===== src/hdl/pmmh_pkg.sv =====
`timescale 1ns / 1ps
`default_nettype none
package pmmh_pkg;
    localparam int COEFF_COUNT = 169;
    localparam int COEFF_AW    = 8;
    localparam int OFS_W2      = 80;
    localparam int OFS_W3      = 144;
    localparam int OFS_B1      = 152;
    localparam int OFS_B2      = 160;
    localparam int OFS_B3      = 168;
    localparam int ACC_W       = 40;

    localparam logic [2:0] REG_SIDE   = 3'd0;
    localparam logic [2:0] REG_XBASE  = 3'd1;
    localparam logic [2:0] REG_XSTEP  = 3'd2;
    localparam logic [2:0] REG_YBASE  = 3'd3;
    localparam logic [2:0] REG_YSTEP  = 3'd4;

    typedef enum logic [2:0] {
        S_IDLE, S_COORD, S_L1, S_L2, S_L3, S_SIG, S_OUT
    } t_state;

    function automatic logic [16:0] sig_tab(input logic [5:0] k);
        logic [16:0] v;
        begin
            case (k)
                6'd0: v = 17'd22;     6'd1: v = 17'd36;     6'd2: v = 17'd60;
                6'd3: v = 17'd98;     6'd4: v = 17'd162;    6'd5: v = 17'd267;
                6'd6: v = 17'd439;    6'd7: v = 17'd720;    6'd8: v = 17'd1179;
                6'd9: v = 17'd1921;   6'd10: v = 17'd3108;  6'd11: v = 17'd4971;
                6'd12: v = 17'd7812;  6'd13: v = 17'd11955; 6'd14: v = 17'd17625;
                6'd15: v = 17'd24743; 6'd16: v = 17'd32768; 6'd17: v = 17'd40793;
                6'd18: v = 17'd47911; 6'd19: v = 17'd53581; 6'd20: v = 17'd57724;
                6'd21: v = 17'd60565; 6'd22: v = 17'd62428; 6'd23: v = 17'd63615;
                6'd24: v = 17'd64357; 6'd25: v = 17'd64816; 6'd26: v = 17'd65097;
                6'd27: v = 17'd65269; 6'd28: v = 17'd65374; 6'd29: v = 17'd65438;
                6'd30: v = 17'd65476; 6'd31: v = 17'd65500; 6'd32: v = 17'd65514;
                default: v = 17'd0;
            endcase
            return v;
        end
    endfunction

    function automatic logic signed [15:0] narrow(input logic signed [ACC_W-1:0] a);
        logic signed [ACC_W-13:0] q;
        begin
            q = a[ACC_W-1:12];
            if (q > 32767) return 16'sh7fff;
            else if (q < -32768) return 16'sh8000;
            else return q[15:0];
        end
    endfunction

    function automatic logic signed [15:0] relu_n(input logic signed [ACC_W-1:0] a);
        logic signed [15:0] v;
        begin
            v = narrow(a);
            return v[15] ? 16'sd0 : v;
        end
    endfunction
endpackage
`default_nettype wire


===== src/hdl/pmmh_sigmoid.sv =====
`timescale 1ns / 1ps
`default_nettype none
module pmmh_sigmoid
    import pmmh_pkg::*;
(
    input  wire logic               i_clk,
    input  wire logic signed [15:0] i_q,
    output logic [15:0]             o_p
);
    logic [15:0] u;
    logic [5:0]  k;
    logic [16:0] t0, t1;
    logic [27:0] prod;
    logic [17:0] p;

    assign u    = {~i_q[15], i_q[14:0]};
    assign k    = {1'b0, u[15:11]};
    assign t0   = sig_tab(k);
    assign t1   = sig_tab(k + 6'd1);
    assign prod = 28'(t1 - t0) * 28'(u[10:0]);
    assign p    = 18'(t0) + 18'(prod[27:11]);

    always_ff @(posedge i_clk) begin
        o_p <= (p > 18'd65535) ? 16'hffff : p[15:0];
    end
endmodule
`default_nettype wire


===== config.mk =====
export PLATFORM = sky130hd
export DESIGN_NAME = pmmh_sigmoid
export DESIGN_NICKNAME = d
export VERILOG_FILES = /design/src/hdl/pmmh_pkg.sv /design/src/hdl/pmmh_sigmoid.sv
export SDC_FILE = /design/constraint.sdc
export NUM_CORES = 1
export LEC_CHECK = 0
export BUFFER_PORTS_ARGS = -buffer_cell sky130_fd_sc_hd__buf_2
export CORE_MARGIN = 2
export CORE_UTILIZATION = 38
export CTS_BUF_LIST = sky130_fd_sc_hd__clkbuf_4
export DETAILED_ROUTE_END_ITERATION = 10
export PLACE_DENSITY = 0.61
export SYNTH_ARGS = -nofsm -noshare
export SYNTH_HDL_FRONTEND = slang
export SYNTH_SLANG_ARGS = --single-unit

===== constraint.sdc =====
create_clock -name i_clk -period 13.1 [get_ports i_clk]
set_input_delay 1.31 -clock i_clk [delete_from_list [all_inputs] [get_ports i_clk]]
set_output_delay 1.31 -clock i_clk [all_outputs]
set_load 0.05 [all_outputs]

# ---- After elaboration in Yosys (flattened, before gate mapping)
# Memories as Yosys holds them, arrays and structs flattened.
# Index checks and enable logic that the tools add are counted.
dict set report op_classes {
  add_sub_neg 3
  n_mul 1
  n_lt_le_gt_ge 1
  bitwise 1
}
# op n
set ops {}
lappend ops {{multiplier 18 x 12 -> 28 bit} 1}
lappend ops {{adder 17 x 17 -> 18 bit} 1}
lappend ops {{> comparator 18 x 16 -> 1 bit, second input constant} 1}
lappend ops {{subtractor 17 x 17 -> 18 bit} 1}
lappend ops {{adder 5 x 1 -> 6 bit, second input constant} 1}
lappend ops {{NOT 1 bit} 1}
dict set report totals {
  ff_bits 16
  romBits 2048
  in_bits 17
  output_inout_bits 16
  word_cells 9
  memories 2
}
# memory depth width read_ports rd_clocked_by_memory_dff write_ports line_no
set memory_table {}
lappend memory_table {{(name not given)} 64 16 1 0 0 pmmh_pkg.sv:26} ;# case (k)
lappend memory_table {{(name not given)} 64 16 1 0 0 pmmh_pkg.sv:26}

# ---- Logic depth before layout (Yosys ltp)
# Gate-level depths: netlist of run 1.
# An unclocked memory read counts as a cell.
dict set report depth {
  word_depth 7
  mapped_depth 50
  mapped_depth_nobuf 47
}

# ---- Least setup slack after synthesis of run 1
# OpenSTA, ideal clock, no wires.
dict set report synth_path {
  path_type {input to register}
  from {input i_q[11]}
  to {register o_p[15]}
  setup_ns 0.134
  arrival_time_ns 11.356
  required_ns 12.966
  slack_ns 1.610
  stages 46
  path_buffers 3
  cell_sequence {clkbuf_1 > clkinv_1 > ha_1 > clkbuf_1 > or2_2 > mux2i_1 > a21oi_1 > nor2_1 > nor2_1 > a2111oi_0 > a311oi_1 > ha_1 > a21o_1 > a21oi_1 > o21ai_0 > nand2_1 > nand2b_1 > a21oi_1 > [10 not listed] > inv_1 > ha_1 > nand4_1 > a21oi_1 > a2111oi_0 > o21bai_1 > a21oi_1 > o21bai_1 > xor2_1 > ha_1 > o21a_1 > o31a_1 > o41a_1 > o21ai_0 > a31oi_1 > nor3_1 > a21oi_1 > or4_1}
}
dict set report synth_between {
  elab_chain_len 6
  elab_cells_between_ends 7
  classes_between {3 x add/sub; 1 x mul; 1 x order compare; 2 x memory}
}
# element line_no
set synth_lines {}
lappend synth_lines {{start: declaration} pmmh_sigmoid.sv:7} ;# input wire logic signed [15:0] i_q,
lappend synth_lines {{adder 5 x 1 -> 6 bit} pmmh_sigmoid.sv:19} ;# assign t1 = sig_tab(k + 6'd1);
lappend synth_lines {{memory read (64 x 16 bit)} --}
lappend synth_lines {{subtractor 17 x 17 -> 18 bit} pmmh_sigmoid.sv:20} ;# assign prod = 28'(t1 - t0) * 28'(u[10:0]);
lappend synth_lines {{multiplier 18 x 12 -> 28 bit} pmmh_sigmoid.sv:20}
lappend synth_lines {{adder 17 x 17 -> 18 bit (*)} pmmh_sigmoid.sv:21} ;# assign p = 18'(t0) + 18'(prod[27:11]);
lappend synth_lines {{> comparator 18 x 16 -> 1 bit} pmmh_sigmoid.sv:24} ;# o_p <= (p > 18'd65535) ? 16'hffff : p[15:0];
lappend synth_lines {{end signal: assignment} pmmh_sigmoid.sv:24}
lappend synth_lines {{end: declaration} pmmh_sigmoid.sv:8} ;# output logic [15:0] o_p
# Every way passes the cells marked *; elsewhere a longest branch is shown, timed or not.
# A chain may end at the register's enable or synchronous reset.

# ---- Worst setup path in the final report of run 1
dict set report layout_path {
  from {input i_q[11]}
  to {register o_p[2]}
}
# The elaborated chain is that of the path after synthesis.

==> qor.json, run 1 <==
{
  "status": {
    "run_status": "complete, no violations"
  },
  "clock_tree": {
    "numCtsBuffers": 3,
    "clkTransAtPathRegs_ps": 80,
    "clock-sinks": 16,
    "cts_hold_buffers": 0,
    "cts_max_level": 1,
    "max-clock-path-buffers": 2,
    "cts_tree": "done",
    "clock_tree.root_cell": "clkbuf_4"
  },
  "sta": {
    "setup_violations": 0,
    "slew_at_the_pin_with_the_worst_max_slew_slack_ps": 802,
    "slew_headroom": 0.461,
    "hold_viol": 0,
    "rsz_0062_raised_after_global_routing": "false",
    "final.hold.worst_slack_ps": 1840,
    "achievable-frequency_mhz": 81.9,
    "period_minus_slack_ps": 12210,
    "fin_tns_setup_ps": 0,
    "layout_setup_ws_ps": 885,
    "fin_crit_sh": 0.932,
    "slew_viol_final": 0
  },
  "floorplanning": {
    "fp.dieArea_um2": 28300,
    "start_util": 0.384,
    "die_height_um": 168,
    "top_level_ports": 33,
    "die-width_um": 168,
    "design.core.area_um2": 26700,
    "floorplan.rows": 60
  },
  "placed_design": {
    "globalplace.congestion": 0.879,
    "place_hpwl_um": 22100,
    "port_buffers": 32,
    "dp_worst_setup_slack_ps": -24.2
  },
  "route": {
    "post_drt_via_cell_ratio": 5.44,
    "routed_antenna_nets": 0,
    "detail_route.wirelength_um": 27400,
    "drt_pre_antenna_iters": 6,
    "num_vias": 8894,
    "detailedRoute.firstIterationViolations": 596,
    "drc": 0,
    "post_drt_wl_per_cell_um": 16.7
  },
  "run": {
    "max_cap_violations": 0
  },
  "global_routing": {
    "grt_overflow_total": 0,
    "grt_pass1_vias": 9012,
    "grt_start_max_net_pins": 41,
    "grtUsageTotal": 0.200,
    "initial_antenna_violation_count": 0,
    "grt_first_pass_wirelength_um": 46000
  },
  "layout": {
    "largest_register_ffs": 16,
    "finish.net_count": 1585,
    "final_layout_size_suffix_gt1_frac": 0.0796,
    "reg_top3": "o_p x16",
    "utilization": 0.407,
    "register_containing_the_most_flip_flops_in_the_final_layout": "o_p",
    "fill_cell_total_of_the_finished_layout": 2774,
    "n_antenna_cell": 0,
    "area_delta_synth_final_pct": 6.11
  },
  "logic_synthesis": {
    "synth_compound_area_frac": 0.154,
    "synth_simple_gate_area_share": 0.191,
    "synth_adder_area_share": 0.458,
    "most_common_flop_cell_mapped_by_yosys": "dfxtp_1",
    "number_of_flops_mapped_to_enable_cells_by_yosys": 0,
    "syn-mean-instance-area_um2": 7.89,
    "synth_unique_cells": 67,
    "post_syn_instances": 1299,
    "yosys.area.top_type": "fa_1",
    "synth.yosys.seq_area_share": 0.0312,
    "ys.warnings.count": 0,
    "synth.cell_area_um2": 10300,
    "post_synth_xor_area_fraction": 0.0401,
    "post_synth_top_area_share": 0.336,
    "synth-seq-cells": 16,
    "synth.area.mux_share": 0.00732,
    "syn_nets": 1588,
    "combinational_family_with_the_most_area_after_synthesis": "adder cells",
    "netlist_top_cells_area": "fa_1 34%, ha_1 12%, inv_1 9.0%, nand2_1 6.4%, and2_1 3.9%",
    "synthArstFlopShare": 0
  },
  "critical_path": {
    "crit_end": "o_p[2]",
    "critical_path.max_stage_delay_ps": 550,
    "worstSetupPathType": "in2reg",
    "worstSetupStartpoint": "i_q[11]",
    "critical-path-top-cell-by-count": "fa_1",
    "critPathSlowestCell": "fa_1",
    "kind_of_end_point_of_the_critical_path": "flop",
    "crit_path_max_fanout": 21,
    "crit_required_ps": 13250,
    "worstPathArrival_ps": 12360,
    "critPathLaunchType": "input pin"
  },
  "hold_path": {
    "hold_class": "in2reg"
  }
}
-- synth_stat cells, types with 3 or more instances --
| master | number |
|---|---|
| o21bai_1 | 6 |
| o2111ai_1 | 3 |
| and2_1 | 64 |
| a21o_1 | 18 |
| ha_1 | 100 |
| nand2_1 | 176 |
| mux2i_1 | 3 |
| or3_1 | 8 |
| nor2_1 | 55 |
| o21ai_0 | 52 |
| xor2_1 | 15 |
| nand3_1 | 27 |
| nand4_1 | 3 |
| o311ai_0 | 3 |
| a31oi_1 | 12 |
| o31ai_1 | 4 |
| a221oi_1 | 6 |
| a21boi_0 | 4 |
| a311oi_1 | 4 |
| nor2b_1 | 11 |
| and3_1 | 11 |
| a2111oi_0 | 4 |
| o211ai_2 | 7 |
| a211oi_1 | 5 |
| and2b_1 | 7 |
| clkbuf_1 | 65 |
| xnor2_1 | 32 |
| dfxtp_1 | 16 |
| nand2b_1 | 11 |
| o211ai_1 | 9 |
| o221ai_1 | 4 |
| o21ai_2 | 6 |
| a21oi_1 | 64 |
| o21a_1 | 10 |
| nor3_1 | 15 |
| buf_1 | 3 |
| fa_1 | 172 |
| inv_1 | 247 |
-- kinds of logic (layout without fill, tap and decap cells) --
family	after synthesis	count (layout)
muxes	6	6
xor gates and xnor gates	47	47
AOI/OAI and AO/OA	236	236
adders and majority gates	272	272
buffers and inverters	320	315
and+or+nand+nor	402	402
DFF	16	16
-- worst min-delay path by stage --
stage                 start  cells after the start  slack [ps]       to
floorplan            o_p[0]                      0        1750   o_p[0]
global placement     o_p[6]                      1        1780   o_p[6]
detailed placement   o_p[3]                      1        1780   o_p[3]
CTS                 i_q[15]                      6        1830  o_p[15]
global route        i_q[15]                      5        1900   o_p[0]
finish              i_q[15]                      6        1840  o_p[15]
-- layout by cell type (no fill, tap or decap), drive strengths merged, types with 7 or more instances in the layout --
cell type / synthesis / final
o211ai: 16 / 16
or3: 8 / 8
nor2: 55 / 55
xor2: 15 / 15
ha: 100 / 100
dfxtp: 16 / 16
and2: 64 / 64
nand3: 27 / 27
o21ai: 58 / 58
and2b: 7 / 7
a21o: 18 / 18
buf: 5 / 62
fa: 172 / 172
nand2b: 11 / 11
xnor2: 32 / 32
o21a: 10 / 10
nor2b: 11 / 11
nand2: 176 / 176
inv: 248 / 248
and3: 11 / 11
a21oi: 64 / 64
nor3: 16 / 16
a31oi: 12 / 12
-- worst max-delay path: cells and delay by family --
kind                     cells  cell delay, ps
AO/OA/AOI/OAI               15            4010
XOR/XNOR                     2             440
adder cells (fa/ha/maj)     10            4130
buffers and inverters        8            1190
multiplexers                 1             220
AND/OR/NAND/NOR              6            1040
-- per-stage QoR --
stage / area [µm²] / std cells
detailed placement: 10800 / 1629
global placement: 10800 / 1629
floorplan: 10300 / 1299
finish: 10900 / 1635
global route: 10900 / 1635
CTS: 10800 / 1632
-- area by class of cell --
class,count,area (µm²),share of cell area
multi-input cells,963,8780,0.807
inverters,250,942,0.0866
well taps,341,427,0.0392
repair buffers,62,385,0.0354
flip-flops and latches,16,320,0.0294
clock buffers,3,22.5,0.00207
-- repair_timing --
item | 4_1_cts | 5_1_grt
buffers inserted | 0 | 3
resized for setup | 0 | 11
endpoints found under the setup margin | 0 | 16
-- metal layers --
metal  part of all wire  track usage  wire [µm]
met5                  0            0          0
met4              0.022       0.0480        601
met3              0.043       0.0113       1180
met2               0.51        0.359      13900
met1               0.43        0.265      11600
Power of run 1 is not shown: default switching activity piles up to over one toggle a cycle in this logic, so the estimate is an artifact.
==> inputs of run 2 (changes only) <==
==> constraint.sdc (replaced) <==
create_clock -name i_clk -period 11.9 [get_ports i_clk]
set_input_delay 1.19 -clock i_clk [delete_from_list [all_inputs] [get_ports i_clk]]
set_output_delay 1.19 -clock i_clk [all_outputs]
set_load 0.05 [all_outputs]
==> qor.json, run 2 (synthesis gave the netlist of run 1 again) <==
{
  "status": {
    "run_status": "complete, no violations"
  },
  "sta": {
    "rsz_0062_raised_after_global_routing": "false",
    "slew_at_the_pin_with_the_worst_max_slew_slack_ps": 1070,
    "slew_headroom": 0.279,
    "achievable-frequency_mhz": 88.7,
    "fin_crit_sh": 0.947,
    "hold_viol": 0,
    "period_minus_slack_ps": 11270,
    "slew_viol_final": 0,
    "fin_tns_setup_ps": 0,
    "setup_violations": 0
  },
  "floorplanning": {
    "die_height_um": 168,
    "design.core.area_um2": 26700,
    "fp.dieArea_um2": 28300,
    "start_util": 0.384,
    "floorplan.rows": 60,
    "die-width_um": 168,
    "top_level_ports": 33
  },
  "layout": {
    "fill_cell_total_of_the_finished_layout": 2776,
    "finish.instance_area_um2": 11100,
    "register_containing_the_most_flip_flops_in_the_final_layout": "o_p",
    "area_delta_synth_final_pct": 8.54,
    "finish.net_count": 1613,
    "reg_top3": "o_p x16",
    "final_cell_mix": "247 x inv_1, 176 x nand2_1, 172 x fa_1, 100 x ha_1, 64 x and2_1",
    "largest_register_ffs": 16,
    "final_layout_size_suffix_gt1_frac": 0.102,
    "n_antenna_cell": 0,
    "layout_commonest_cell": "inv_1"
  },
  "critical_path": {
    "kind_of_end_point_of_the_critical_path": "flop",
    "crit_required_ps": 12070,
    "worstSetupPathType": "in2reg",
    "critPathSlowestCell": "fa_1",
    "critPathLaunchType": "input pin",
    "critical_path.max_stage_delay_ps": 560,
    "worstPathArrival_ps": 11440,
    "crit_path_max_fanout": 16
  },
  "placed_design": {
    "placed_cell_area_um2": 10900,
    "place_hpwl_um": 22400,
    "globalplace.congestion": 0.935,
    "port_buffers": 32
  },
  "clock_tree": {
    "max-clock-path-buffers": 2,
    "clock-sinks": 16,
    "numCtsBuffers": 3,
    "cts_max_level": 1,
    "cts_hold_buffers": 0,
    "clkTransAtPathRegs_ps": 90,
    "cts_tree": "done",
    "clock_tree.root_cell": "clkbuf_4"
  },
  "route": {
    "post_drt_via_cell_ratio": 5.35,
    "drc": 0,
    "routed_antenna_nets": 0,
    "detailedRoute.firstIterationViolations": 690,
    "drt_pre_antenna_iters": 5,
    "post_drt_wl_per_cell_um": 16.6,
    "detail_route.wirelength_um": 27600,
    "num_vias": 8901
  },
  "global_routing": {
    "grtUsageTotal": 0.199,
    "grt_start_max_net_pins": 37,
    "grt_pass1_vias": 9056,
    "initial_antenna_violation_count": 0,
    "grt_first_pass_wirelength_um": 46000,
    "grt_overflow_total": 0
  },
  "hold_path": {
    "hold_class": "in2reg"
  },
  "run": {
    "max_cap_violations": 0
  }
}
[run 2: cell count changes in the layout (fill, tap and decap cells not counted), moves of 2 or more]
cell / delta
a2111oi_0: -2
a21oi_1: -2
a21oi_2: +2
buf_4: +27
clkinv_1: +2
o21ai_0: -2
o21ai_1: +2
[run 2: final cells by class]
class                   instances  area [µm²]  share of cell area
clock buffers                   3        22.5             0.00202
clock inverters                 1        3.75            0.000337
inverters                     250         938              0.0843
multi-input cells             963        8810               0.792
flip-flops and latches         16         320              0.0288
well taps                     341         427              0.0383
repair buffers                 90         608              0.0546
[run 2: metal layers]
layer	vias to the layer above	part of all wire	global-route usage	wire, µm
li1	4188	-	-	-
met5	-	0	0	0
met2	249	0.50	0.359	13800
met3	47	0.043	0.0122	1190
met4	0	0.025	0.0450	695
met1	4417	0.43	0.263	11900
[run 2: final timing paths]
path	from	endpoint	slack (ps)	depth (start not counted)
max	i_q[12]	o_p[15]	630	41
min	i_q[15]	o_p[15]	1870	7
[run 2: critical path, delay by kind of cell]
kind            cells  cell delay [ps]
fa+ha+maj           9             4020
compound gates     13             2600
simple gates       10             2110
buf+inv             7              870
xor+xnor            2              650
[run 2: stage by stage]
stage	setup WS [ps]	std cells	util	hold slack, ps
floorplan	530	1299	-	1630
global placement	73.9	1651	0.409	1660
detailed placement	-50.4	1651	0.409	1660
CTS	211	1655	0.410	1830
global route	32.0	1664	0.416	1890
finish	629	1664	0.416	1870
[run 2: what timing repair did]
item | in CTS | in global routing
endpoints found under the setup margin | 0 | 16
gates resized for setup | 0 | 18
setup buffers | 0 | 9
Power of run 2 is left out for the same reason.
==> inputs of run 3 (changes only) <==
--- a/config.mk
+++ b/config.mk
@@ -7,10 +7,10 @@
 export LEC_CHECK = 0
 export BUFFER_PORTS_ARGS = -buffer_cell sky130_fd_sc_hd__buf_2
 export CORE_MARGIN = 2
-export CORE_UTILIZATION = 38
+export CORE_UTILIZATION = 55
 export CTS_BUF_LIST = sky130_fd_sc_hd__clkbuf_4
 export DETAILED_ROUTE_END_ITERATION = 10
-export PLACE_DENSITY = 0.61
+export PLACE_DENSITY = 0.8
 export SYNTH_ARGS = -nofsm -noshare
 export SYNTH_HDL_FRONTEND = slang
 export SYNTH_SLANG_ARGS = --single-unit
==> qor.json, run 3 (synthesis gave the netlist of run 1 again) <==
{
  "route": {
    "dr.max_layer_used": "met4",
    "met2RoutedLength_um": 13300,
    "drc": 0,
    "route.layer.met1.wl_um": 10700,
    "post_drt_wl_per_cell_um": 17.6,
    "detailedRoute.firstIterationViolations": 743,
    "post_drt_via_cell_ratio": 5.89,
    "routed_antenna_nets": 0,
    "detail_route.wirelength_um": 27100,
    "drt_pre_antenna_iters": 5,
    "num_vias": 9047,
    "met3_wirelength_from_detailed_routing_um": 2140
  },
  "floorplanning": {
    "top_level_ports": 33,
    "die-width_um": 141,
    "die_height_um": 141,
    "design.core.area_um2": 18100,
    "start_util": 0.565,
    "fp.dieArea_um2": 19800,
    "floorplan.rows": 49
  },
  "layout": {
    "finish.net_count": 1597,
    "register_containing_the_most_flip_flops_in_the_final_layout": "o_p",
    "fill_cell_total_of_the_finished_layout": 1640,
    "final-seq-area_um2": 320,
    "final_layout_size_suffix_gt1_frac": 0.0949,
    "largest_register_ffs": 16,
    "reg_top3": "o_p x16",
    "layout_commonest_cell": "inv_1",
    "area_delta_synth_final_pct": 6.30,
    "n_antenna_cell": 0,
    "final_cells": 1536,
    "area_of_the_multi_input_gates_um2": 8840,
    "final_cell_mix": "247 x inv_1, 176 x nand2_1, 172 x fa_1, 98 x ha_1, 64 x and2_1"
  },
  "hold_path": {
    "whs_path_depth": 7,
    "whs_endpoint": "o_p[10]",
    "min-delay-start": "i_q[14]",
    "hold_class": "in2reg"
  },
  "sta": {
    "achievable-frequency_mhz": 88.8,
    "slew_headroom": 0.231,
    "slew_viol_final": 0,
    "setup_violations": 0,
    "slew_at_the_pin_with_the_worst_max_slew_slack_ps": 1140,
    "period_minus_slack_ps": 11260,
    "fin_crit_sh": 0.947,
    "hold_viol": 0
  },
  "critical_path": {
    "worstSetupPathType": "in2reg",
    "crit_path_max_fanout": 8,
    "critPathLaunchType": "input pin",
    "crit_required_ps": 12100,
    "kind_of_end_point_of_the_critical_path": "flop",
    "critical-path-top-cell-by-count": "fa_1",
    "critPathSlowestCell": "fa_1",
    "critical_path.max_stage_delay_ps": 550,
    "worstPathArrival_ps": 11460
  },
  "placed_design": {
    "post-place-cells": 1526,
    "globalplace.congestion": 0.958,
    "place_hpwl_um": 21700,
    "port_buffers": 32
  },
  "clock_tree": {
    "cts_tree": "done",
    "clkTransAtPathRegs_ps": 110,
    "clock_tree.root_cell": "clkbuf_4",
    "max-clock-path-buffers": 2,
    "numCtsBuffers": 3,
    "clock-sinks": 16,
    "cts_max_level": 1,
    "cts_hold_buffers": 0
  },
  "global_routing": {
    "grt_start_max_net_pins": 40,
    "grt_pass1_vias": 9483,
    "grt_overflow_total": 0,
    "initial_antenna_violation_count": 0,
    "grt_first_pass_wirelength_um": 45600,
    "grtUsageTotal": 0.285
  },
  "status": {
    "run_status": "complete, no violations"
  },
  "run": {
    "max_cap_violations": 0
  }
}
run 3: final cells by class:
cell class | instances | share of cell area
Inverter | 250 | 0.0864
Multi-Input combinational cell | 964 | 0.811
Timing Repair Buffer | 73 | 0.0441
Clock inverter | 1 | 0.000344
Sequential cell | 16 | 0.0294
Tap cell | 229 | 0.0263
Clock buffer | 3 | 0.00207
run 3: routing by layer:
layer,up-vias,GRT usage
met2,362,0.497
met3,69,0.0414
met5,-,0
li1,4160,-
met1,4456,0.371
met4,0,0.0858
run 3: worst max path at each step:
stage / cells past startpoint / from / slack, ps / to
floorplan: 46 / i_q[11] / 530 / o_p[15]
global placement: 41 / i_q[12] / 80 / o_p[2]
detailed placement: 41 / i_q[12] / -170 / o_p[2]
CTS: 43 / i_q[12] / 100 / o_p[2]
global route: 43 / i_q[11] / -130 / o_p[15]
finish: 43 / i_q[11] / 640 / o_p[15]
run 3: what timing repair did:
item                       in CTS  in global routing
setup endpoints to repair       0                 16
buffers inserted                0                  5
resized for setup               0                 24
run 3: critical path: cells and delay by family:
family          cells  cell delay, ps
compound gates     17            3480
xor+xnor            2             340
fa+ha+maj           9            3870
buf+inv             6             700
mux                 1             230
simple gates        8            1630
run 3: through the flow:
stage               setup TNS (ps)  hold WS [ps]  worst slack (ps)  area [µm²]  utilization
floorplan                        0          1630               530       10300            -
global placement                 0          1660              80.9       10700        0.590
detailed placement           -1180          1660              -175       10700        0.590
CTS                              0          1840              98.3       10700        0.591
global route                 -1130          1890              -132       10900        0.601
finish                           0          1870               635       10900        0.601
Power of run 3 is left out for the same reason.
